### config.mk
export PLATFORM = sky130hd
export DESIGN_NAME = iiws_ram
export DESIGN_NICKNAME = d
export VERILOG_FILES = /design/src/rtl/iiws_ram.sv
export SDC_FILE = /design/constraint.sdc
export NUM_CORES = 1
export LEC_CHECK = 0
export ABC_AREA = 1
export BUFFER_PORTS_ARGS = -buffer_cell sky130_fd_sc_hd__buf_4
export CAP_MARGIN = 20
export CORE_UTILIZATION = 61
export CTS_CLUSTER_DIAMETER = 50
export CTS_CLUSTER_SIZE = 8
export DETAILED_ROUTE_END_ITERATION = 7
export PLACE_DENSITY = 0.79
export SLEW_MARGIN = 25
export SYNTH_ARGS = -nofsm -noshare
export SYNTH_HDL_FRONTEND = slang
export SYNTH_SLANG_ARGS = --single-unit
### constraint.sdc
create_clock -name aclk -period 1.4 [get_ports aclk]
set_input_delay 0.28 -clock aclk [delete_from_list [all_inputs] [get_ports aclk]]
set_output_delay 0.28 -clock aclk [all_outputs]
set_load 0.02 [all_outputs]
### src/rtl/iiws_ram.sv
module iiws_ram #(
    parameter int DATA_W = 8,
    parameter int DEPTH = 16
) (
    input  logic                     aclk,
    input  logic                     wr_en,
    input  logic [$clog2(DEPTH)-1:0] wr_addr,
    input  logic [DATA_W-1:0]        wr_data,
    input  logic                     rd_en,
    input  logic [$clog2(DEPTH)-1:0] rd_addr,
    output logic [DATA_W-1:0]        rd_data
);

    logic [DATA_W-1:0] mem [DEPTH];
    logic [DATA_W-1:0] rd_data_reg;

    always_ff @(posedge aclk) begin
        if (wr_en) begin
            mem[wr_addr] <= wr_data;
        end
        if (rd_en) begin
            rd_data_reg <= mem[rd_addr];
        end
    end

    assign rd_data = rd_data_reg;

endmodule

* Word-level counts from Yosys, hierarchy flattened
Memories as Yosys holds them, arrays and structs flattened. A register that Yosys moved wholly into a read port is not among the register bits.
Cells that the tools add are included.
** Operators by class
- Muxes and demuxes :: 2
** Operators with widths (count)
- two-way mux 1 bit :: 2
** Storage, ports and cells
- Register bits after elaboration :: 0
- Memory bits (writable) :: 128
- Logic and storage cells :: 3
- Memories :: 1
** Memory list
- mem :: words 16, width 8, rd ports 1, clocked after Yosys merged registers in 1, write ports 1, line 14 : logic [DATA_W-1:0] mem [DEPTH];

* Depth between registers and ports, before layout
- Word-level depth :: 2
- Gate-level depth with buffers :: 8
- Gate-level depth less buffers :: 7

* Worst setup path after synthesis
No wires, ideal clock.
- Kind :: input -> register
- Start :: in wr_addr[2]
- End :: mem mem[10][0] (enable)
- Setup time :: 370 ps
- Arrival time :: 861 ps
- Setup slack :: 169 ps
- Stages on the path :: 2
- Path buffers :: 0
- Cells stage by stage :: nand3b_1 -> nor2_1
** RTL lines
- start: declaration :: line 7 : input logic [$clog2(DEPTH)-1:0] wr_addr,
- end: declaration :: line 14
Straight into the memory's write port.

* Worst setup path after layout
- Start :: reg rd_data_reg[7], in the netlist rd_data[7] (read register of mem)
- End :: out rd_data[7]
** RTL lines
- start: declaration :: line 15 : logic [DATA_W-1:0] rd_data_reg;
- end: declaration :: line 11 : output logic [DATA_W-1:0] rd_data
No word-level cell between the ends.

==> reports/summary.json <==
{
  "place": {
    "place_hpwl_um": 8080,
    "numPortBuffers": 26,
    "gp_congestion": 0.889,
    "dpl.cell_count": 707,
    "detailedPlace.worstSlack_ns": -0.107
  },
  "run_status": {
    "status": "finished clean"
  },
  "cells_and_area": {
    "num-nets-final": 616,
    "largest_reg_flops": 128,
    "nFillCells": 578,
    "finish.cell_count_without_fillers": 739,
    "antenna_cells_inserted": 0,
    "post_route_cells_drive_above_1_share": 0.133,
    "layout_overhead_on_the_synthesized_area_pct": 18.0,
    "finish.utilization": 0.743
  },
  "clocking": {
    "tritoncts.num_buffers": 17,
    "cts_hold_buf": 0,
    "worstSkewPairLatency_ns": 0.53,
    "h-tree-depth": 4,
    "clk_path_buf_depth": 2,
    "cts.root.buffer_cell": "sky130_fd_sc_hd__clkbuf_8",
    "cts_sink_count": 136,
    "clock_tree_from_tritoncts": "built",
    "clkTransAtPathRegs_ns": 0.06
  },
  "route": {
    "ant_nets": 0,
    "routed_wl_um": 13700,
    "drt-wirelength-per-cell_um": 18.5,
    "route.vias.total": 4123,
    "first_pass_iteration_count_of_the_detailed_router": 5,
    "detail_route.drc_violations": 0,
    "drt_first_iter_violations": 454,
    "detail_route.vias_per_cell": 5.58
  },
  "synth": {
    "cell_area_after_synthesis_mm2": 0.00585,
    "ys.flop_type": "sky130_fd_sc_hd__edfxtp_1",
    "synth-warning-count": 0,
    "post_synth_num_cell_types": 11,
    "ys_ff_latch": 136,
    "synth_sequential_area_ratio": 0.698,
    "netlist.top_cell.by_area": "sky130_fd_sc_hd__edfxtp_1",
    "synth.cells.most_frequent": "173 x sky130_fd_sc_hd__nand2_1, 136 x sky130_fd_sc_hd__edfxtp_1, 100 x sky130_fd_sc_hd__inv_1",
    "synth_nets": 570,
    "synthesis.area_per_instance_um2": 10.6,
    "synth_most_common_cell": "sky130_fd_sc_hd__nand2_1",
    "synth_top_cell_area_share": 0.698,
    "synth-async-reset-ratio": 0,
    "synth_enable_flop_cells": 136,
    "synth_cells": 551,
    "yosys-top-cells-area": "sky130_fd_sc_hd__edfxtp_1 70%, sky130_fd_sc_hd__nand2_1 11%, sky130_fd_sc_hd__nand3_1 8.3%"
  },
  "timing": {
    "tightest_slew_ns": 0.611,
    "clock.fmax_ghz": 0.717,
    "slew_viol_final": 0,
    "fin_skew_ns": 0.00819,
    "report.final.hold_viol_count": 0,
    "rsz0062_at_grt": "true",
    "final_count_of_negative_setup_slack_endpoints": 0,
    "finalCritPeriodShare": 0.996,
    "timing.final.crit_period_ns": 1.39,
    "minimum_setup_slack_in_the_final_design_ns": 0.00574,
    "slew-limit-headroom": 0.592
  },
  "floorplan": {
    "placementRows": 35,
    "die_w_um": 99.9,
    "die_area_mm2": 0.00998,
    "floorplan.core_area_mm2": 0.00928,
    "fp.dieH_um": 99.9,
    "io-pin-count": 27,
    "start_util": 0.630
  },
  "pwr": {
    "irDropWorstVdd_mv": 1.30,
    "p_per_area_mw_per_mm2": 1420,
    "total_power_uw": 9770,
    "p_leak_uw": 0.00299
  },
  "critical_path": {
    "timing_worst_setup_path_type": "flip-flop to output port",
    "worstSetupStartpointType": "flip-flop",
    "setup.worst_path.end_class": "output port",
    "worst-endpoint-required_ns": 1.12,
    "worst_ep_arrival_time_ns": 1.11,
    "cp.buffers_inverters": 1,
    "cp_cell_sequence": "buf_6",
    "worst-path-max-fanout": 1,
    "worst_path_largest_cell_delay_ns": 0.43,
    "cp_slowest_cell": "sky130_fd_sc_hd__edfxtp_1",
    "timing.critical_path.max_delay_family": "flip-flops"
  },
  "global_routing": {
    "grt_pass1_wl_um": 21300,
    "grt-ovfl-total": 0,
    "grt_max_degree": 58,
    "grtUsageTotal": 0.305,
    "first_global_vias": 3878,
    "initial_antenna_violation_count": 0
  },
  "hold_path": {
    "min_path_type": "input port to flip-flop"
  },
  "job": {
    "drv_cap": 0
  }
}
[area by class of cell]
class / count / area [µm²] / area share
inverter: 102 / 383 / 0.0555
clock buffer: 18 / 418 / 0.0606
timing repair buffer: 51 / 457 / 0.0662
tap: 129 / 161 / 0.0234
sequential: 136 / 4080 / 0.592
multi-input combinational: 289 / 1210 / 0.176
clock inverter: 14 / 181 / 0.0263
[per-stage QoR]
stage	hold WS, ns	setup TNS [ns]	cell area (µm²)
floorplan	0.379	0	5850
global placement	0.578	-0.404	6290
detailed placement	0.581	-0.647	6290
CTS	0.0269	-0.00685	6890
global route	0.0293	-0.0296	6900
finish	0.0477	0	6900
[cells by family after synthesis]
family,share of synthesized area
and+or+nand+nor,0.208
DFF,0.698
buffers and inverters,0.0939
[cell usage in the layout, fill, tap and decap left out, types with 3 or more instances in the layout]
cell type / Yosys / layout
sky130_fd_sc_hd__clkbuf_16: 0 / 16
sky130_fd_sc_hd__clkinv_1: 0 / 3
sky130_fd_sc_hd__buf_4: 4 / 43
sky130_fd_sc_hd__inv_1: 100 / 100
sky130_fd_sc_hd__bufinv_16: 0 / 4
sky130_fd_sc_hd__buf_12: 0 / 5
sky130_fd_sc_hd__nand3_1: 97 / 97
sky130_fd_sc_hd__buf_6: 6 / 3
sky130_fd_sc_hd__clkinvlp_4: 0 / 3
sky130_fd_sc_hd__nor2_1: 17 / 17
sky130_fd_sc_hd__nand2_1: 173 / 173
sky130_fd_sc_hd__edfxtp_1: 136 / 136
[repair_timing]
action	4_1_cts	5_1_grt
setup endpoints to repair	2	3
setup buffers	0	0
resized for setup	2	1
[worst paths after layout]
check / from / to / slack (ns) / cells after the start
setup / recovery: rd_data[7] / rd_data[7] / 0.006 / 1
hold / removal: rd_en / rd_data[5] / 0.05 / 1
setup reg to reg: mem[1][1] / rd_data[1] / 0.08 / 6
hold reg to reg: mem[10][7] / rd_data[7] / 0.77 / 6
[power breakdown]
group          internal (µW)  total [µW]  switching, µW
logic                    211         646            434
registers               4590        4620           27.4
clock network           2870        4510           1640
total                   7670        9770           2110
[per-layer routing]
metal  vias up  wire [µm]  GRT usage
li1       1874          -          -
met1      1906       5240      0.414
met2       303       6470      0.465
met3        40       1560     0.0752
met4         0        433      0.150
met5         -          0          0
No activity file was read; power rests on OpenSTA's default activity.
