`src/rtl/iiws_pkg.sv`:
```
package iiws_pkg;

    localparam int PIX_W = 16;
    localparam int SQ_PIX_W = 31;
    localparam int SUM_W = 38;
    localparam int SUM_SQ_W = 53;
    localparam int LINE_W = SUM_W + SUM_SQ_W;
    localparam int CFG_W = 12;
    localparam int CFG_IDX_W = 2;

    localparam logic [CFG_IDX_W-1:0] REG_FRAME_WIDTH = 2'd0;
    localparam logic [CFG_IDX_W-1:0] REG_FRAME_HEIGHT = 2'd1;

    localparam logic [CFG_W-1:0] FRAME_WIDTH_RESET = 12'd2048;
    localparam logic [CFG_W-1:0] FRAME_HEIGHT_RESET = 12'd2048;

    typedef struct packed {
        logic row_start;
        logic row_first;
        logic row_end;
        logic frame_end;
    } scan_flags_t;

endpackage

```
`src/rtl/iiws_accum.sv`:
```
module iiws_accum #(
    parameter int MAX_WIDTH = 2048
) (
    input  logic                                   aclk,
    input  logic                                   aresetn,
    input  logic                                   in_accept,
    input  logic signed [iiws_pkg::PIX_W-1:0]      in_pixel,
    input  logic [$clog2(MAX_WIDTH)-1:0]           in_col,
    input  iiws_pkg::scan_flags_t                  in_flags,
    output logic                                   in_ready,
    input  logic [iiws_pkg::LINE_W-1:0]            rd_data,
    output logic                                   wr_en,
    output logic [$clog2(MAX_WIDTH)-1:0]           wr_addr,
    output logic [iiws_pkg::LINE_W-1:0]            wr_data,
    output logic                                   m_valid,
    input  logic                                   m_ready,
    output logic signed [iiws_pkg::SUM_W-1:0]      m_area_sum,
    output logic [iiws_pkg::SUM_SQ_W-1:0]          m_area_sum_sq,
    output logic                                   m_row_end,
    output logic                                   m_frame_end
);

    localparam int COL_W = $clog2(MAX_WIDTH);
    localparam int RT_W = iiws_pkg::PIX_W + COL_W;
    localparam int RT_SQ_W = iiws_pkg::SQ_PIX_W + COL_W;

    logic                                 s1_valid_reg;
    logic signed [iiws_pkg::PIX_W-1:0]    s1_pixel_reg;
    logic [iiws_pkg::SQ_PIX_W-1:0]        s1_sq_reg;
    logic [COL_W-1:0]                     s1_col_reg;
    iiws_pkg::scan_flags_t                s1_flags_reg;
    logic                                 s1_fwd_reg;
    logic [iiws_pkg::LINE_W-1:0]          s1_fwd_data_reg;
    logic signed [RT_W-1:0]               row_total_reg;
    logic [RT_SQ_W-1:0]                   row_total_sq_reg;
    logic                                 m_valid_reg;
    logic signed [iiws_pkg::SUM_W-1:0]    m_area_sum_reg;
    logic [iiws_pkg::SUM_SQ_W-1:0]        m_area_sum_sq_reg;
    logic                                 m_row_end_reg;
    logic                                 m_frame_end_reg;

    logic signed [31:0]                   pixel_prod;
    logic                                 s1_adv;
    logic [iiws_pkg::LINE_W-1:0]          above_line;
    logic signed [iiws_pkg::SUM_W-1:0]    above_sum;
    logic [iiws_pkg::SUM_SQ_W-1:0]        above_sum_sq;
    logic signed [RT_W-1:0]               row_total_next;
    logic [RT_SQ_W-1:0]                   row_total_sq_next;
    logic signed [iiws_pkg::SUM_W-1:0]    area_sum;
    logic [iiws_pkg::SUM_SQ_W-1:0]        area_sum_sq;

    assign pixel_prod = in_pixel * in_pixel;
    assign s1_adv = s1_valid_reg && (!m_valid_reg || m_ready);
    assign in_ready = !s1_valid_reg || s1_adv;

    // A write that lands on the column being read in the same cycle is bypassed.
    always_ff @(posedge aclk) begin
        if (in_accept) begin
            s1_pixel_reg <= in_pixel;
            s1_sq_reg <= pixel_prod[iiws_pkg::SQ_PIX_W-1:0];
            s1_col_reg <= in_col;
            s1_flags_reg <= in_flags;
            s1_fwd_reg <= wr_en && (wr_addr == in_col);
            s1_fwd_data_reg <= wr_data;
        end
    end

    always_comb begin
        if (s1_flags_reg.row_first) begin
            above_line = '0;
        end else if (s1_fwd_reg) begin
            above_line = s1_fwd_data_reg;
        end else begin
            above_line = rd_data;
        end
        above_sum = above_line[iiws_pkg::LINE_W-1:iiws_pkg::SUM_SQ_W];
        above_sum_sq = above_line[iiws_pkg::SUM_SQ_W-1:0];
        if (s1_flags_reg.row_start) begin
            row_total_next = RT_W'(s1_pixel_reg);
            row_total_sq_next = RT_SQ_W'(s1_sq_reg);
        end else begin
            row_total_next = row_total_reg + RT_W'(s1_pixel_reg);
            row_total_sq_next = row_total_sq_reg + RT_SQ_W'(s1_sq_reg);
        end
        area_sum = above_sum + iiws_pkg::SUM_W'(row_total_next);
        area_sum_sq = above_sum_sq + iiws_pkg::SUM_SQ_W'(row_total_sq_next);
    end

    assign wr_en = s1_adv;
    assign wr_addr = s1_col_reg;
    assign wr_data = {area_sum, area_sum_sq};

    always_ff @(posedge aclk) begin
        if (!aresetn) begin
            s1_valid_reg <= 1'b0;
            m_valid_reg <= 1'b0;
            row_total_reg <= '0;
            row_total_sq_reg <= '0;
        end else begin
            if (in_accept) begin
                s1_valid_reg <= 1'b1;
            end else if (s1_adv) begin
                s1_valid_reg <= 1'b0;
            end
            if (s1_adv) begin
                m_valid_reg <= 1'b1;
                row_total_reg <= row_total_next;
                row_total_sq_reg <= row_total_sq_next;
            end else if (m_ready) begin
                m_valid_reg <= 1'b0;
            end
        end
    end

    always_ff @(posedge aclk) begin
        if (s1_adv) begin
            m_area_sum_reg <= area_sum;
            m_area_sum_sq_reg <= area_sum_sq;
            m_row_end_reg <= s1_flags_reg.row_end;
            m_frame_end_reg <= s1_flags_reg.frame_end;
        end
    end

    assign m_valid = m_valid_reg;
    assign m_area_sum = m_area_sum_reg;
    assign m_area_sum_sq = m_area_sum_sq_reg;
    assign m_row_end = m_row_end_reg;
    assign m_frame_end = m_frame_end_reg;

endmodule

```
`config.mk`:
```
export PLATFORM = sky130hd
export DESIGN_NAME = iiws_accum
export DESIGN_NICKNAME = d
export VERILOG_FILES = /design/src/rtl/iiws_pkg.sv /design/src/rtl/iiws_accum.sv
export SDC_FILE = /design/constraint.sdc
export NUM_CORES = 1
export LEC_CHECK = 0
export ABC_AREA = 1
export ABC_CLOCK_PERIOD_IN_PS = 7400
export BUFFER_PORTS_ARGS = -buffer_cell sky130_fd_sc_hd__buf_2
export CAP_MARGIN = 20
export CORE_ASPECT_RATIO = 2
export CORE_MARGIN = 2
export CORE_UTILIZATION = 56
export CTS_CLUSTER_DIAMETER = 60
export DETAILED_ROUTE_END_ITERATION = 8
export PLACE_DENSITY_LB_ADDON = 0.25
export RECOVER_POWER = 50
export SLEW_MARGIN = 5
export SYNTH_ARGS = -nofsm -noshare
export SYNTH_HDL_FRONTEND = slang
export SYNTH_SLANG_ARGS = --single-unit
export TNS_END_PERCENT = 5
```
`constraint.sdc`:
```
create_clock -name aclk -period 7.4 [get_ports aclk]
set_clock_uncertainty 0.05 [all_clocks]
set_input_delay 2.22 -clock aclk [delete_from_list [all_inputs] [get_ports aclk]]
set_output_delay 2.22 -clock aclk [all_outputs]
set_load 0.01 [all_outputs]
```
# Word-level counts from Yosys, hierarchy flattened
# Index checks and enable logic that the tools add are counted.
[word_totals]
output_inout_bits = 198
word_cells = 39
regBits = 318
in_bits = 126
[classes]
add_sub_neg = 4
n_mul = 1
n_reduce_logical = 8
n_mux = 8
eq_ne = 1
[ops]
columns = ["cell", "n"]
rows = [
  ["two-way mux 91 bit", 2],
  ["adder 53 x 42 -> 53 bit", 1],
  ["adder 42 x 31 -> 42 bit", 1],
  ["two-way mux 42 bit", 1],
  ["adder 38 x 27 -> 38 bit", 1],
  ["multiplier 16 x 16 -> 31 bit", 1],
  ["adder 27 x 16 -> 27 bit", 1],
  ["two-way mux 27 bit", 1],
  ["== test 11 bit", 1],
  ["two-way mux 1 bit", 4],
  ["nonzero test 2 bit", 2],
  ["logical AND 1 bit", 2],
  ["zero test 1 bit", 2],
  ["logical OR 1 bit", 2],
]

# Longest topological paths before layout
[depth]
depth_word = 5
ltp_mapped = 28

# Worst setup path before layout
# Ideal clock, no wire load.
[synth_path]
kind = "input -> register"
startpoint = "in in_pixel[1] (netlist bit)"
endpoint = "reg s1_sq_reg[29] (netlist bit), data pin"
arrival_ps = 7620
path_slack_ps = -534
stages = 21
setup_time_ps = 265
path_cell_list = "clkbuf_1 clkbuf_1 nand2_1 inv_1 fa_1 inv_1 fa_1 inv_1 fa_1 fa_1 inv_1 fa_1 fa_1 inv_1 ha_1 a21o_1 a21oi_1 nor2_1 a211oi_1 o211ai_1 xor2_1"
[synth_between]
elab_chain_cells = 1
[synth_rtl]
columns = ["item", "line", "rtl"]
rows = [
  ["start, declared", "iiws_accum.sv:7", "input logic signed [iiws_pkg::PIX_W-1:0] in_pixel,"],
  ["multiplier 16 x 16 -> 31 bit", "iiws_accum.sv:52", "assign pixel_prod = in_pixel * in_pixel;"],
  ["via pixel_prod[29]", "iiws_accum.sv:42", "logic signed [31:0] pixel_prod;"],
  ["end signal, assigned", "iiws_accum.sv:60", "s1_sq_reg <= pixel_prod[iiws_pkg::SQ_PIX_W-1:0];"],
  ["end, declared", "iiws_accum.sv:29", "logic [iiws_pkg::SQ_PIX_W-1:0] s1_sq_reg;"],
]
# The timed path passes the listed nets, and every way through them passes these cells.
# A chain may end at the register's enable or synchronous reset.

# Worst setup path after layout
[layout_path]
startpoint = "in rd_data[0] (netlist bit)"
endpoint = "out wr_data[22] (netlist bit)"
[layout_between]
elab_chain_cells = 3
[layout_rtl]
columns = ["item", "line", "rtl"]
rows = [
  ["start, declared", "iiws_accum.sv:11", "input logic [iiws_pkg::LINE_W-1:0] rd_data,"],
  ["two-way mux 91 bit", "iiws_accum.sv:71", "end else if (s1_fwd_reg) begin"],
  ["two-way mux 91 bit", "iiws_accum.sv:69", "if (s1_flags_reg.row_first) begin"],
  ["adder 53 x 42 -> 53 bit", "iiws_accum.sv:86", "area_sum_sq = above_sum_sq + iiws_pkg::SUM_SQ_W'(row_total_sq_next);"],
  ["end, declared", "iiws_accum.sv:14", "output logic [iiws_pkg::LINE_W-1:0] wr_data,"],
]
# Every way passes these cells.

==> impl_metrics.ini <==
[critical_path]
crit_path_max_fanout = 3
critPathArrivalTime_ps = 5010
worst_ep_required_ps = 5130
crit_path_max_incr_delay_ps = 400
endpoint_kind = output port
crit_path_cell_trace = buf_2 -> o21ai_0 -> nor2_1 -> ha_1 -> inv_1 -> fa_1 -> inv_1 -> nand3_1 -> nand2_1 -> nand2_1 -> nand2_1 -> nand3_1 -> nand2_1 -> nand2_1 -> nand2_1 -> nand2_1 -> nand2_1 -> xor2_1 -> buf_2
cpLargestDelayFamily = simple AND/OR/NAND/NOR gates
setup.worst_path.class = in -> out
regToRegStartpoint = s1_pixel_reg[0]
crit_buf_inv = 4
critPathSlowestCell = sky130_fd_sc_hd__fa_1
worst_setup_path_start_kind = input port
critical-path-top-cell-by-count = sky130_fd_sc_hd__nand2_1
setup.worst_path.start = rd_data[0]

[placement]
placedInstanceArea_um2 = 35200
buffer_ports.inserted = 323
dp_worst_setup_slack_ps = -377
dp_hpwl_mm = 80.0
gp_congestion = 0.961

[grt]
grt_overflow = 0
antenna_violations_before_repair = 5
grtUsageTotal = 0.337
grt_first_pass_wirelength_mm = 153
number_of_global_route_vias_before_repair = 29200
grt_start_max_net_pins = 94

[outcome]
outcome = complete, but fails checks
violated_checks = capacitance limit, slew limit

[pwr]
power.total_uw = 19300
p_leak_uw = 0.0187
internal-power_uw = 9930
power_frac_clock = 0.095
vdd_drop_max_v = 0.00102
combinationalPowerShare = 0.744
net-switching-power_uw = 9360
power.share.sequential = 0.161
power_switching_share = 0.485
power_per_cell_area_nw_per_um2 = 530

[logic_synthesis]
synth_enable_flop_cells = 245
syn_area_per_cell_um2 = 7.53
synth_ff_type = sky130_fd_sc_hd__edfxtp_1
synthesis.area_um2 = 31500
synth.net_count = 4763
post_synthesis_async_set_or_reset_flop_share = 0
syn_inst = 4184
synthDistinctLibCells = 58
synth_seq_area_share = 0.279
synth_warnings = 0
synth_seq_cells = 316

[timing]
hold_viol = 0
maxClockFrequency_ghz = 0.137
finalWorstSetupSlack_ps = 123
worst_slew_margin_relative_to_its_limit = -1.73
slew_violations = 204
post-route-period-util = 0.983
fin_hold_ws_ps = 378
timing_worst_slew_pin_value_ps = 4100
unrepaired_setup_endpoints_after_global_routing = true
final.min_clock_period_ps = 7280
final-setup-viol-count = 0

[finish]
fillerInstances = 5075
largest_reg_flops = 91
multiInputGateArea_um2 = 19400
sequential_cell_area_um2 = 8780
final_util = 0.652
layout.cells.most_common_list = 937 x sky130_fd_sc_hd__nand2_1, 802 x sky130_fd_sc_hd__inv_1, 472 x sky130_fd_sc_hd__nor2_1
final_design_area_no_fill_um2 = 36400
drive_gt1_frac = 0.131
area_growth_pct = 15.6
design.final.nets = 5235
final_common_cell = sky130_fd_sc_hd__nand2_1

[worst_hold_path]
timing.hold.worst.start = s1_flags_reg[1]
hold_path.class = reg -> reg

[flow_run]
number_of_max_cap_violations = 3

[drt]
drt_iter0_drc = 2114
dr_total_vias = 29200
drc = 0
detail_route.vias_per_cell = 5.36
first_pass_iters = 6
final_ant_viol_nets = 0
avg_wl_per_cell_um = 17.9
routed_wirelength_mm = 97.3

[floorplan]
floorplan.die_area_um2 = 58300
core_um2 = 55900
floorplan.rows = 123
die_width_um = 172
initial_util = 0.564
die_y_um = 339
io-pin-count = 324

[clocking]
clock_latency_ps = 550
cts-buffers-inserted = 34
cts_max_path_buffers = 3
clock_tree_from_tritoncts = yes
hold_buffers = 0
cts-root-buf = sky130_fd_sc_hd__clkbuf_16
cts_max_level = 2
clock_sinks = 316
clk_transition_reported_paths_ps = 70
==> cell type report <==
cell class	instances	area share
sequential	316	0.241
tap	750	0.0258
timing repair buffer	530	0.0827
inverter	820	0.0849
multi-input combinational	2954	0.533
antenna	5	0.000344
clock buffer	38	0.0244
clock inverter	23	0.00756
==> path summary, 6_finish.rpt <==
| kind | end | slack, ps | cells after the start |
|---|---|---|---|
| worst max-delay path | wr_data[22] | 120 | 19 |
| worst min-delay path | m_row_end | 380 | 0 |
| worst max register to register | s1_fwd_data_reg[46] | 2860 | 27 |
| worst min register to register | m_row_end | 380 | 0 |
==> routing by layer <==
layer	vias up	share of wire	global-route usage	wire [um]
met5	-	0.00016	0	16
met4	2	0.061	0.175	5920
met3	227	0.060	0.0441	5820
met2	1008	0.49	0.577	47400
met1	13800	0.39	0.410	38100
li1	14100	-	-	-
==> what timing repair did <==
action | 4_1_cts | 5_1_grt
pin swaps | 0 | 1
endpoints found under the setup margin | 3 | 39
buffers inserted | 2 | 2
resized for setup | 0 | 40
==> power groups by stage <==
| stage | clock network (uW) | logic [uW] | registers (uW) |
|---|---|---|---|
| after global routing | 1910 | 16000 | 3140 |
| final | 1820 | 14400 | 3110 |
| after detailed placement | 0 | 13900 | 3120 |
| after CTS | 1840 | 14100 | 3090 |
| after global placement | 0 | 13800 | 3120 |
| after floorplan | 0 | 8170 | 3110 |
==> per-stage QoR <==
step	TNS, ps	std cells
detailed placement	-3780	5366
CTS	0	5429
global route	-199	5435
floorplan	-1120	4184
finish	0	5436
global placement	-2240	5366
==> cells by family after synthesis <==
logic type | after synthesis | synth area share
AO/OA/AOI/OAI | 581 | 0.100
AND/OR/NAND/NOR | 1791 | 0.240
adder cells (fa/ha/maj) | 453 | 0.235
flip-flops | 316 | 0.279
buffers and inverters | 914 | 0.110
XOR/XNOR | 129 | 0.0359
==> synthesized netlist by cell type, types with 18 or more instances <==
cell type | n | share of area
sky130_fd_sc_hd__nand2_1 | 938 | 0.11
sky130_fd_sc_hd__inv_1 | 807 | 0.096
sky130_fd_sc_hd__nor2_1 | 476 | 0.057
sky130_fd_sc_hd__edfxtp_1 | 245 | 0.23
sky130_fd_sc_hd__o21ai_0 | 243 | 0.039
sky130_fd_sc_hd__fa_1 | 233 | 0.15
sky130_fd_sc_hd__a21oi_1 | 230 | 0.037
sky130_fd_sc_hd__ha_1 | 220 | 0.087
sky130_fd_sc_hd__nand3_1 | 191 | 0.030
sky130_fd_sc_hd__xor2_1 | 83 | 0.023
sky130_fd_sc_hd__clkbuf_1 | 74 | 0.0088
sky130_fd_sc_hd__dfxtp_1 | 71 | 0.045
sky130_fd_sc_hd__xnor2_1 | 46 | 0.013
sky130_fd_sc_hd__nand4_1 | 37 | 0.0073
sky130_fd_sc_hd__nor3_1 | 32 | 0.0051
sky130_fd_sc_hd__nor2_2 | 26 | 0.0052
sky130_fd_sc_hd__o21bai_1 | 23 | 0.0055
sky130_fd_sc_hd__a31oi_1 | 22 | 0.0044
sky130_fd_sc_hd__or2_2 | 21 | 0.0042
sky130_fd_sc_hd__nand2_2 | 18 | 0.0036
No activity file was read; power rests on OpenSTA's default activity.
