## config.mk

```make
export PLATFORM = sky130hd
export DESIGN_NAME = iiws_scan
export DESIGN_NICKNAME = d
export VERILOG_FILES = /design/src/rtl/iiws_pkg.sv /design/src/rtl/iiws_scan.sv
export SDC_FILE = /design/constraint.sdc
export NUM_CORES = 1
export LEC_CHECK = 0
export ABC_CLOCK_PERIOD_IN_PS = 8100
export BUFFER_PORTS_ARGS = -buffer_cell sky130_fd_sc_hd__buf_2
export CAP_MARGIN = 15
export CELL_PAD_IN_SITES_DETAIL_PLACEMENT = 1
export CELL_PAD_IN_SITES_GLOBAL_PLACEMENT = 1
export CORE_MARGIN = 2
export CORE_UTILIZATION = 45
export CTS_BUF_LIST = sky130_fd_sc_hd__clkbuf_2
export DETAILED_ROUTE_END_ITERATION = 8
export MAX_ROUTING_LAYER = met4
export PLACE_DENSITY = 0.8
export SLEW_MARGIN = 20
export SYNTH_ARGS = -nofsm -noshare
export SYNTH_HDL_FRONTEND = slang
export SYNTH_SLANG_ARGS = --single-unit
```

## constraint.sdc

```tcl
create_clock -name aclk -period 8.1 [get_ports aclk]
set_clock_uncertainty 0.1 [all_clocks]
set_input_delay 0.405 -clock aclk [delete_from_list [all_inputs] [get_ports aclk]]
set_output_delay 0.405 -clock aclk [all_outputs]
set_load 0.05 [all_outputs]
```

## src/rtl/iiws_pkg.sv

```systemverilog
package iiws_pkg;

    localparam int PIX_W = 16;
    localparam int SQ_PIX_W = 31;
    localparam int SUM_W = 38;
    localparam int SUM_SQ_W = 53;
    localparam int LINE_W = SUM_W + SUM_SQ_W;
    localparam int CFG_W = 12;
    localparam int CFG_IDX_W = 2;

    localparam logic [CFG_IDX_W-1:0] REG_FRAME_WIDTH = 2'd0;
    localparam logic [CFG_IDX_W-1:0] REG_FRAME_HEIGHT = 2'd1;

    localparam logic [CFG_W-1:0] FRAME_WIDTH_RESET = 12'd2048;
    localparam logic [CFG_W-1:0] FRAME_HEIGHT_RESET = 12'd2048;

    typedef struct packed {
        logic row_start;
        logic row_first;
        logic row_end;
        logic frame_end;
    } scan_flags_t;

endpackage

```

## src/rtl/iiws_scan.sv

```systemverilog
module iiws_scan #(
    parameter int MAX_WIDTH = 2048,
    parameter int MAX_HEIGHT = 2048
) (
    input  logic                              aclk,
    input  logic                              aresetn,
    input  logic                              cfg_we,
    input  logic [iiws_pkg::CFG_IDX_W-1:0]    cfg_index,
    input  logic [iiws_pkg::CFG_W-1:0]        cfg_wdata,
    input  logic                              advance,
    output logic [$clog2(MAX_WIDTH)-1:0]      col,
    output iiws_pkg::scan_flags_t             flags
);

    localparam int COL_W = $clog2(MAX_WIDTH);
    localparam int ROW_W = $clog2(MAX_HEIGHT);

    logic [iiws_pkg::CFG_W-1:0] frame_width_reg;
    logic [iiws_pkg::CFG_W-1:0] frame_height_reg;
    logic [COL_W-1:0]           col_reg;
    logic [COL_W-1:0]           col_next;
    logic [ROW_W-1:0]           row_reg;
    logic [ROW_W-1:0]           row_next;
    logic [31:0]                width_eff;
    logic [31:0]                height_eff;
    logic                       last_col;
    logic                       last_row;

    always_ff @(posedge aclk) begin
        if (!aresetn) begin
            frame_width_reg <= iiws_pkg::FRAME_WIDTH_RESET;
            frame_height_reg <= iiws_pkg::FRAME_HEIGHT_RESET;
        end else if (cfg_we) begin
            unique case (cfg_index)
                iiws_pkg::REG_FRAME_WIDTH: frame_width_reg <= cfg_wdata;
                iiws_pkg::REG_FRAME_HEIGHT: frame_height_reg <= cfg_wdata;
                default: ;
            endcase
        end
    end

    always_comb begin
        if (frame_width_reg == '0) begin
            width_eff = 32'd1;
        end else if (32'(frame_width_reg) > 32'(MAX_WIDTH)) begin
            width_eff = 32'(MAX_WIDTH);
        end else begin
            width_eff = 32'(frame_width_reg);
        end
        if (frame_height_reg == '0) begin
            height_eff = 32'd1;
        end else if (32'(frame_height_reg) > 32'(MAX_HEIGHT)) begin
            height_eff = 32'(MAX_HEIGHT);
        end else begin
            height_eff = 32'(frame_height_reg);
        end
        last_col = (32'(col_reg) + 32'd1) >= width_eff;
        last_row = (32'(row_reg) + 32'd1) >= height_eff;
        if (last_col) begin
            col_next = '0;
            row_next = last_row ? '0 : ROW_W'(32'(row_reg) + 32'd1);
        end else begin
            col_next = COL_W'(32'(col_reg) + 32'd1);
            row_next = row_reg;
        end
    end

    always_ff @(posedge aclk) begin
        if (!aresetn) begin
            col_reg <= '0;
            row_reg <= '0;
        end else if (advance) begin
            col_reg <= col_next;
            row_reg <= row_next;
        end
    end

    assign col = col_reg;
    assign flags.row_start = (col_reg == '0);
    assign flags.row_first = (row_reg == '0);
    assign flags.row_end = last_col;
    assign flags.frame_end = last_col && last_row;

endmodule

```

Word level (Yosys, flattened, before mapping):

Cells that the tools add are included.

* register bits: 46
* RAM bits: 0
* latch bits: 0
* output and inout port bits: 15
* input port bits: 18
* memories: 0
* memory bits (read-only): 0
* word-level logic and storage cells: 26

* add/sub/neg operators: 2
* eq/ne operators: 1
* $mul: 0
* muxes and demuxes: 6
* div/mod/pow operators: 0
* bitwise operators: 0
* $lt $le $gt $ge: 4
* reduce and logical (&&, ||, !) cells: 9
* shifts and indexed selects: 0

Operators by type and width (count)
* $ge A32 B32 Y1: 2
* $mux W12: 4
* $add A11 B1 Y12 const B: 2
* $gt A12 B12 Y1 const B: 2
* $logic_not A12 Y1: 2
* $logic_not A11 Y1: 2
* $mux W11: 2
* $reduce_and A2 Y1: 3
* $eq A2 B1 Y1 const B: 1
* $logic_not A2 Y1: 1
* $logic_and A1 B1 Y1: 1

Longest topological paths before layout:

Gate-level depths: netlist (run 1).

* depth in word-level cells: 5
* depth in mapped cells: 14
* gate-level depth less buffers: 13

Worst setup path after synthesis (run 1):

No wires, ideal clock.

* path type: register -> output
* start: register col_reg[0] (netlist: col[0])
* end: output flags[0] (netlist name)
* data required time: 7.595 ns
* buffers on the path: 1
* data arrival time: 3.537 ns
* path slack: 4.058 ns
* stages on the path, launching flop included: 13
* path through: dfxtp_1 > nand3_1 > nor2_1 > nand3_1 > or3_1 > nand2_1 > ha_1 > and4_1 > nand4_1 > nor3_1 > nor2_2 > buf_2 > nor2_1

RTL lines
* start: declaration: line iiws_scan.sv:20 `logic [COL_W-1:0] col_reg;`
* start signal: assignment: line iiws_scan.sv:73 `col_reg <= col_next;`
* end: declaration: line iiws_scan.sv:12 `output iiws_pkg::scan_flags_t flags`

==> results.ini, run 1 <==
[setup_path]
path_class = flip-flop to output port
crit_path_top_delay_cell = o41ai_4
crit-reg2reg-launch = row_reg[0]
crit_arrival_ps = 3990
r2r_slack_ps = 4220
cp-end-kind = output port
crit_chain = ha_1 -> nand3_1 -> or3_4 -> inv_1 -> nand3_1 -> xnor2_1 -> ha_1 -> a21o_1 -> a21oi_1 -> nand3_1 -> o41ai_4 -> nor2_1 -> buf_2
timing.rr.end = row_reg[4]
crit_path_start_kind = flip-flop
crit_path_max_fanout = 10
cp.required_ps = 7600
crit_top_cell = nand3_1
r2r_cells = 13
cpPeakStageDelay_ps = 640

[global_route]
grt_max_degree = 61
grt_overflow_total = 0
grt_antenna_before_repair = 0
grt_pass1_vias = 2657
grt_pass1_wl_mm = 13.0
grt_usage_pct = 22.7

[pwr]
peakVddDrop_uv = 92.9
p_int_mw = 0.303
p_sw_mw = 0.124
swShare_pct = 29.1
powerDensity_nw_per_um2 = 132
seqPwrFrac_pct = 55.5
p_leak_nw = 1.33
clkPwrFrac_pct = 31.1
power_frac_comb_pct = 13.4

[min_path]
hold_end = frame_width_reg[6]
hold_path.class = primary input to flip-flop
holdPathStages = 3
hold_start = cfg_wdata[6]

[yosys]
synth_top_family_by_area = simple AND/OR/NAND/NOR gates
syn_area_um2 = 3000
synth.area.top_cells = dfxtp_1 (31%), ha_1 (12%), nand2_1 (10%)
synth_warnings = 0
synth-edff-count = 0
synth_simple_gate_area_share_pct = 28.7
ys_types = 52
syn_area_per_cell_um2 = 8.10
syn-num-nets = 416
ys_ff_latch = 46
synthFlopType = dfxtp_1
synth_top_area_share_pct = 30.7
synthXorXnorAreaFrac_pct = 3.80
ys_seq_area_share_pct = 30.7
synth_top_cell_by_area = dfxtp_1
postSynthCellCount = 370
synth_compound_area_share_pct = 20.8
synthArstFlopShare_pct = 0
synthMuxAreaShare_pct = 0
synth_fa_ha_area_share_pct = 11.7

[finish]
fin_cells = 468
syn_to_final_growth_pct = 8.18
n_antenna_cell = 0
num-fill-cells = 810
final_common_cell = nand2_1
nets = 436
regArea_um2 = 921
final_cell_mix = nand2_1 (82), dfxtp_1 (46), buf_2 (32)
drive_above_1_share_pct = 14.3
multi_input_area_um2 = 1950

[route]
route.met3.wl_um = 369
drc = 0
drtIter0Drc = 134
dr.pass1.iters = 4
wl_met2_mm = 3.49
ant_nets = 0
wl_met1_mm = 3.77
vias = 2749
vias_per_cell = 5.87
wl_per_cell_um = 16.6
routed.top_layer = met4
routed_wl_mm = 7.77

[clock_network]
tritoncts = yes
clock_sinks = 46
clk_pin_slew_ps = 260
insertion_delay_ps = 450
postCtsSetupBuffers = 0
root_buffer = clkbuf_2
cts_resized = 0
postCtsHoldBufs = 0
cts_buffers = 5
clockBufferDepth = 2
cts.htree.levels = 2

[placement]
place_ws_ps = 4170
dp_hpwl_mm = 5.91
placedCellCount = 460
globalplace.congestion = 0.828
port_buffers = 32

[die]
die_area_um2 = 7330
die_x_um = 85.6
core_um2 = 6390
io_pins = 33
start_util_pct = 46.9
die_h_um = 85.6
rows = 29

[flow_run]
drv_cap = 0

[sta]
maxSlewViolCount = 0
fmax_mhz = 223
setup_viol = 0
worstMarginPinSlew_ps = 970
period_minus_slack_ps = 4490
rsz0062_at_grt = false
setup_tns_ps = 0
period_share_pct = 55.5
finalHoldViolations = 0
worst_slack_ps = 3610
max-slew-margin-rel_pct = 35.4

[status]
status = finished, final reports clean

-- area by class of cell --
type | instances | area share [%]
clock buffers | 5 | 0.772
clock inverters | 3 | 1.24
inverters | 12 | 1.39
multi-input cells | 292 | 60.1
flip-flops and latches | 46 | 28.4
well taps | 77 | 2.97
repair buffers | 33 | 5.17
-- cells by family after synthesis --
group | count (synthesis)
AOI/OAI and AO/OA | 80
and+or+nand+nor | 171
buffers and inverters | 32
xor gates and xnor gates | 13
adders and majority gates | 28
DFF | 46
-- worst max path at each step --
| stage | startpoint | end | slack [ps] | cells after the start |
|---|---|---|---|---|
| after floorplan | col[0] | flags[0] | 4060 | 12 |
| after global placement | row_reg[0] | flags[0] | 4300 | 13 |
| after detailed placement | row_reg[0] | flags[0] | 4170 | 13 |
| after CTS | row_reg[0] | flags[0] | 3610 | 13 |
| after global routing | row_reg[0] | flags[0] | 3300 | 13 |
| final | row_reg[0] | flags[0] | 3610 | 13 |
-- cell usage after synthesis, types with 2 or more instances --
cell type / number
a21boi_0: 24
a21o_1: 3
a21oi_1: 4
a21oi_2: 2
a22oi_1: 3
a31oi_1: 2
a32oi_1: 5
a41o_1: 2
and2_1: 2
and3_1: 11
and3b_1: 2
and4_1: 2
and4b_1: 2
buf_1: 2
buf_2: 4
clkbuf_1: 13
dfxtp_1: 46
ha_1: 28
inv_1: 11
nand2_1: 82
nand2b_1: 6
nand3_1: 23
nand4_1: 3
nand4b_1: 2
nor2_1: 11
nor2b_1: 3
nor3_1: 4
nor4_1: 8
o211ai_1: 4
o21a_1: 2
o21ai_0: 14
o31ai_1: 5
o31ai_2: 3
or3_1: 3
xnor2_1: 10
xor2_1: 3
-- per-stage QoR --
step / hold slack [ps] / area, um^2 / utilization [%] / total power, mW
after floorplan: 343 / 3000 / - / 0.281
after global placement: 367 / 3180 / 49.7 / 0.297
after detailed placement: 371 / 3180 / 49.7 / 0.299
after CTS: 99.1 / 3240 / 50.8 / 0.430
after global routing: 65.5 / 3240 / 50.8 / 0.449
final: 102 / 3240 / 50.8 / 0.428
-- worst max-delay path: cells and delay by family (launching register included) --
family / cells / cell delay, ps
fa+ha+maj: 2 / 550
compound gates: 3 / 1000
xor+xnor: 1 / 230
flops: 1 / 520
buf+inv: 2 / 310
simple gates: 5 / 930
-- layer usage --
| metal | track usage [%] | up-vias |
|---|---|---|
| met2 | 35.7 | 64 |
| met3 | 4.33 | 13 |
| met4 | 6.35 | 0 |
| met5 | - | - |
| met1 | 30.0 | 1305 |
| li1 | - | 1367 |
-- power groups by stage --
stage                     sequential, mW  combinational, mW  clock (mW)
after detailed placement           0.241             0.0572           0
after floorplan                    0.243             0.0380           0
after global placement             0.241             0.0555           0
after global routing               0.238             0.0638       0.147
final                              0.237             0.0574       0.133
after CTS                          0.237             0.0581       0.135
(Power assumes the default switching activity.)
==> run 2: changes to the inputs <==
- ABC_CLOCK_PERIOD_IN_PS: 8100 -> 3700
- CORE_UTILIZATION: 45 -> 41
- PLACE_DENSITY: 0.8 -> 0.76
- clock period: 8.1 -> 3.7 ns (I/O delays scaled with it)
==> run 2 against run 1 <==
  * Via count is 1.6% higher
  * Cell count is 8.5% higher
  * Sequential cell count stayed put
  * Clock power is 46% higher
  * Critical path depth is 1 higher
  * Global-route usage is 0.72 points lower
  * Highest routed layer unchanged
  * Die area is 9.3% higher
==> results.ini, run 2 (synthesized netlist as in run 1, its figures left out) <==
[status]
status = finished, final reports clean

[finish]
syn_to_final_growth_pct = 16.3
final_common_cell = nand2_1
n_antenna_cell = 0
nets = 456
fin_area_um2 = 3490
utilization_pct = 48.6
final_cell_mix = nand2_1 (82), dfxtp_1 (39), buf_2 (30)
drive_above_1_share_pct = 19.1

[sta]
max-slew-margin-rel_pct = 63.7
maxSlewViolCount = 0
worst_slack_ps = 166
finalHoldViolations = 0
period_share_pct = 95.5
setup_viol = 0
worstMarginPinSlew_ps = 543
period_minus_slack_ps = 3530
fmax_mhz = 283
holdWs_ps = 40.0

[pwr]
powerDensity_nw_per_um2 = 246
p_leak_nw = 1.41
peakVddDrop_uv = 108
finalPower_mw = 0.858

[die]
start_util_pct = 41.8
rows = 31
die_area_um2 = 8010
core_um2 = 7180
die_h_um = 89.5
io_pins = 33
die_x_um = 89.5

[clock_network]
tritoncts = yes
insertion_delay_ps = 410
clockBufferDepth = 2
cts_buffers = 5
cts.htree.levels = 2
clk_pin_slew_ps = 230
root_buffer = clkbuf_2
clock_sinks = 46

[setup_path]
crit_path_start_kind = flip-flop
cp.required_ps = 3410
cp-end-kind = output port
crit_path_top_delay_cell = dfxtp_2
crit_chain = ha_2 -> nand3_1 -> or3_4 -> inv_1 -> nand3_1 -> xnor2_2 -> ha_1 -> a21o_1 -> a21oi_2 -> nand3_1 -> o41ai_4 -> buf_6 -> nor2_2 -> buf_4
cpPeakStageDelay_ps = 380
crit_path_max_fanout = 6
path_class = flip-flop to output port
crit_arrival_ps = 3250
crit_top_cell = nand3_1
r2r_cells = 15

[route]
ant_nets = 0
vias = 2794
dr.pass1.iters = 4
vias_per_cell = 5.50
drtIter0Drc = 50
wl_per_cell_um = 16.0
routed_wl_mm = 8.11
drc = 0

[global_route]
grt_pass1_vias = 2791
grt_pass1_wl_mm = 13.3
grt_max_degree = 46
grt_antenna_before_repair = 0
grt_usage_pct = 22.0
grt_overflow_total = 0

[min_path]
holdPathStages = 2
hold_path.class = primary input to flip-flop

[placement]
port_buffers = 32
dpl-instance-area_um2 = 3250
place_ws_ps = 228
dp_hpwl_mm = 6.03
globalplace.congestion = 0.833

[flow_run]
drv_cap = 0

==> run 2: power by group <==
part	leakage [nW]	switching [mW]	internal [mW]
Sequential	0.376	0.0103	0.508
Clock	0.0223	0.156	0.0376
Combinational	1.01	0.0890	0.0565
Total	1.41	0.256	0.602
==> run 2: layout make-up <==
type | count | area (um^2)
Clock inverter | 1 | 3.75
Fill cell | 890 | 3690
Multi-Input combinational cell | 292 | 2000
Timing Repair Buffer | 53 | 357
Sequential cell | 46 | 932
Tap cell | 99 | 124
Inverter | 12 | 45.0
Clock buffer | 5 | 25.0
==> run 2: path summary, 6_finish.rpt <==
| path | startpoint | end | slack [ps] |
|---|---|---|---|
| max | row_reg[0] | flags[0] | 170 |
| min | aresetn | col[1] | 40 |
| max reg2reg | row_reg[0] | row_reg[0] | 370 |
| min reg2reg | frame_height_reg[0] | frame_height_reg[0] | 390 |
==> run 2: metrics by stage <==
stage | setup TNS [ps] | instances
finish | 0 | 508
global route | -10.8 | 508
CTS | 0 | 506
detailed placement | 0 | 488
global placement | 0 | 488
floorplan | 0 | 370
==> run 2: metal layers <==
layer  wire length, um  track usage (%)  up-vias
li1                  -                -     1412
met1              3890             28.0     1320
met2              3800             36.2       48
met3               252             3.60       14
met4               165             6.11        0
met5                 0                -        -
==> run 2: worst max-delay path, delay by kind of cell, from the launching register on <==
family	cells	cell delay [ps]
adder cells (fa/ha/maj)	2	520
AND/OR/NAND/NOR	5	750
XOR/XNOR	1	170
AO/OA/AOI/OAI	3	570
flip-flops	1	380
buffers and inverters	3	440
==> run 2: timing repair <==
| item | CTS | global route |
|---|---|---|
| endpoints found under the hold margin | 24 | 0 |
| gates resized for setup | 5 | 17 |
| pin swaps | 0 | 1 |
| endpoints found under the setup margin | 2 | 7 |
| buffers inserted | 0 | 2 |
| hold buffers | 12 | 0 |
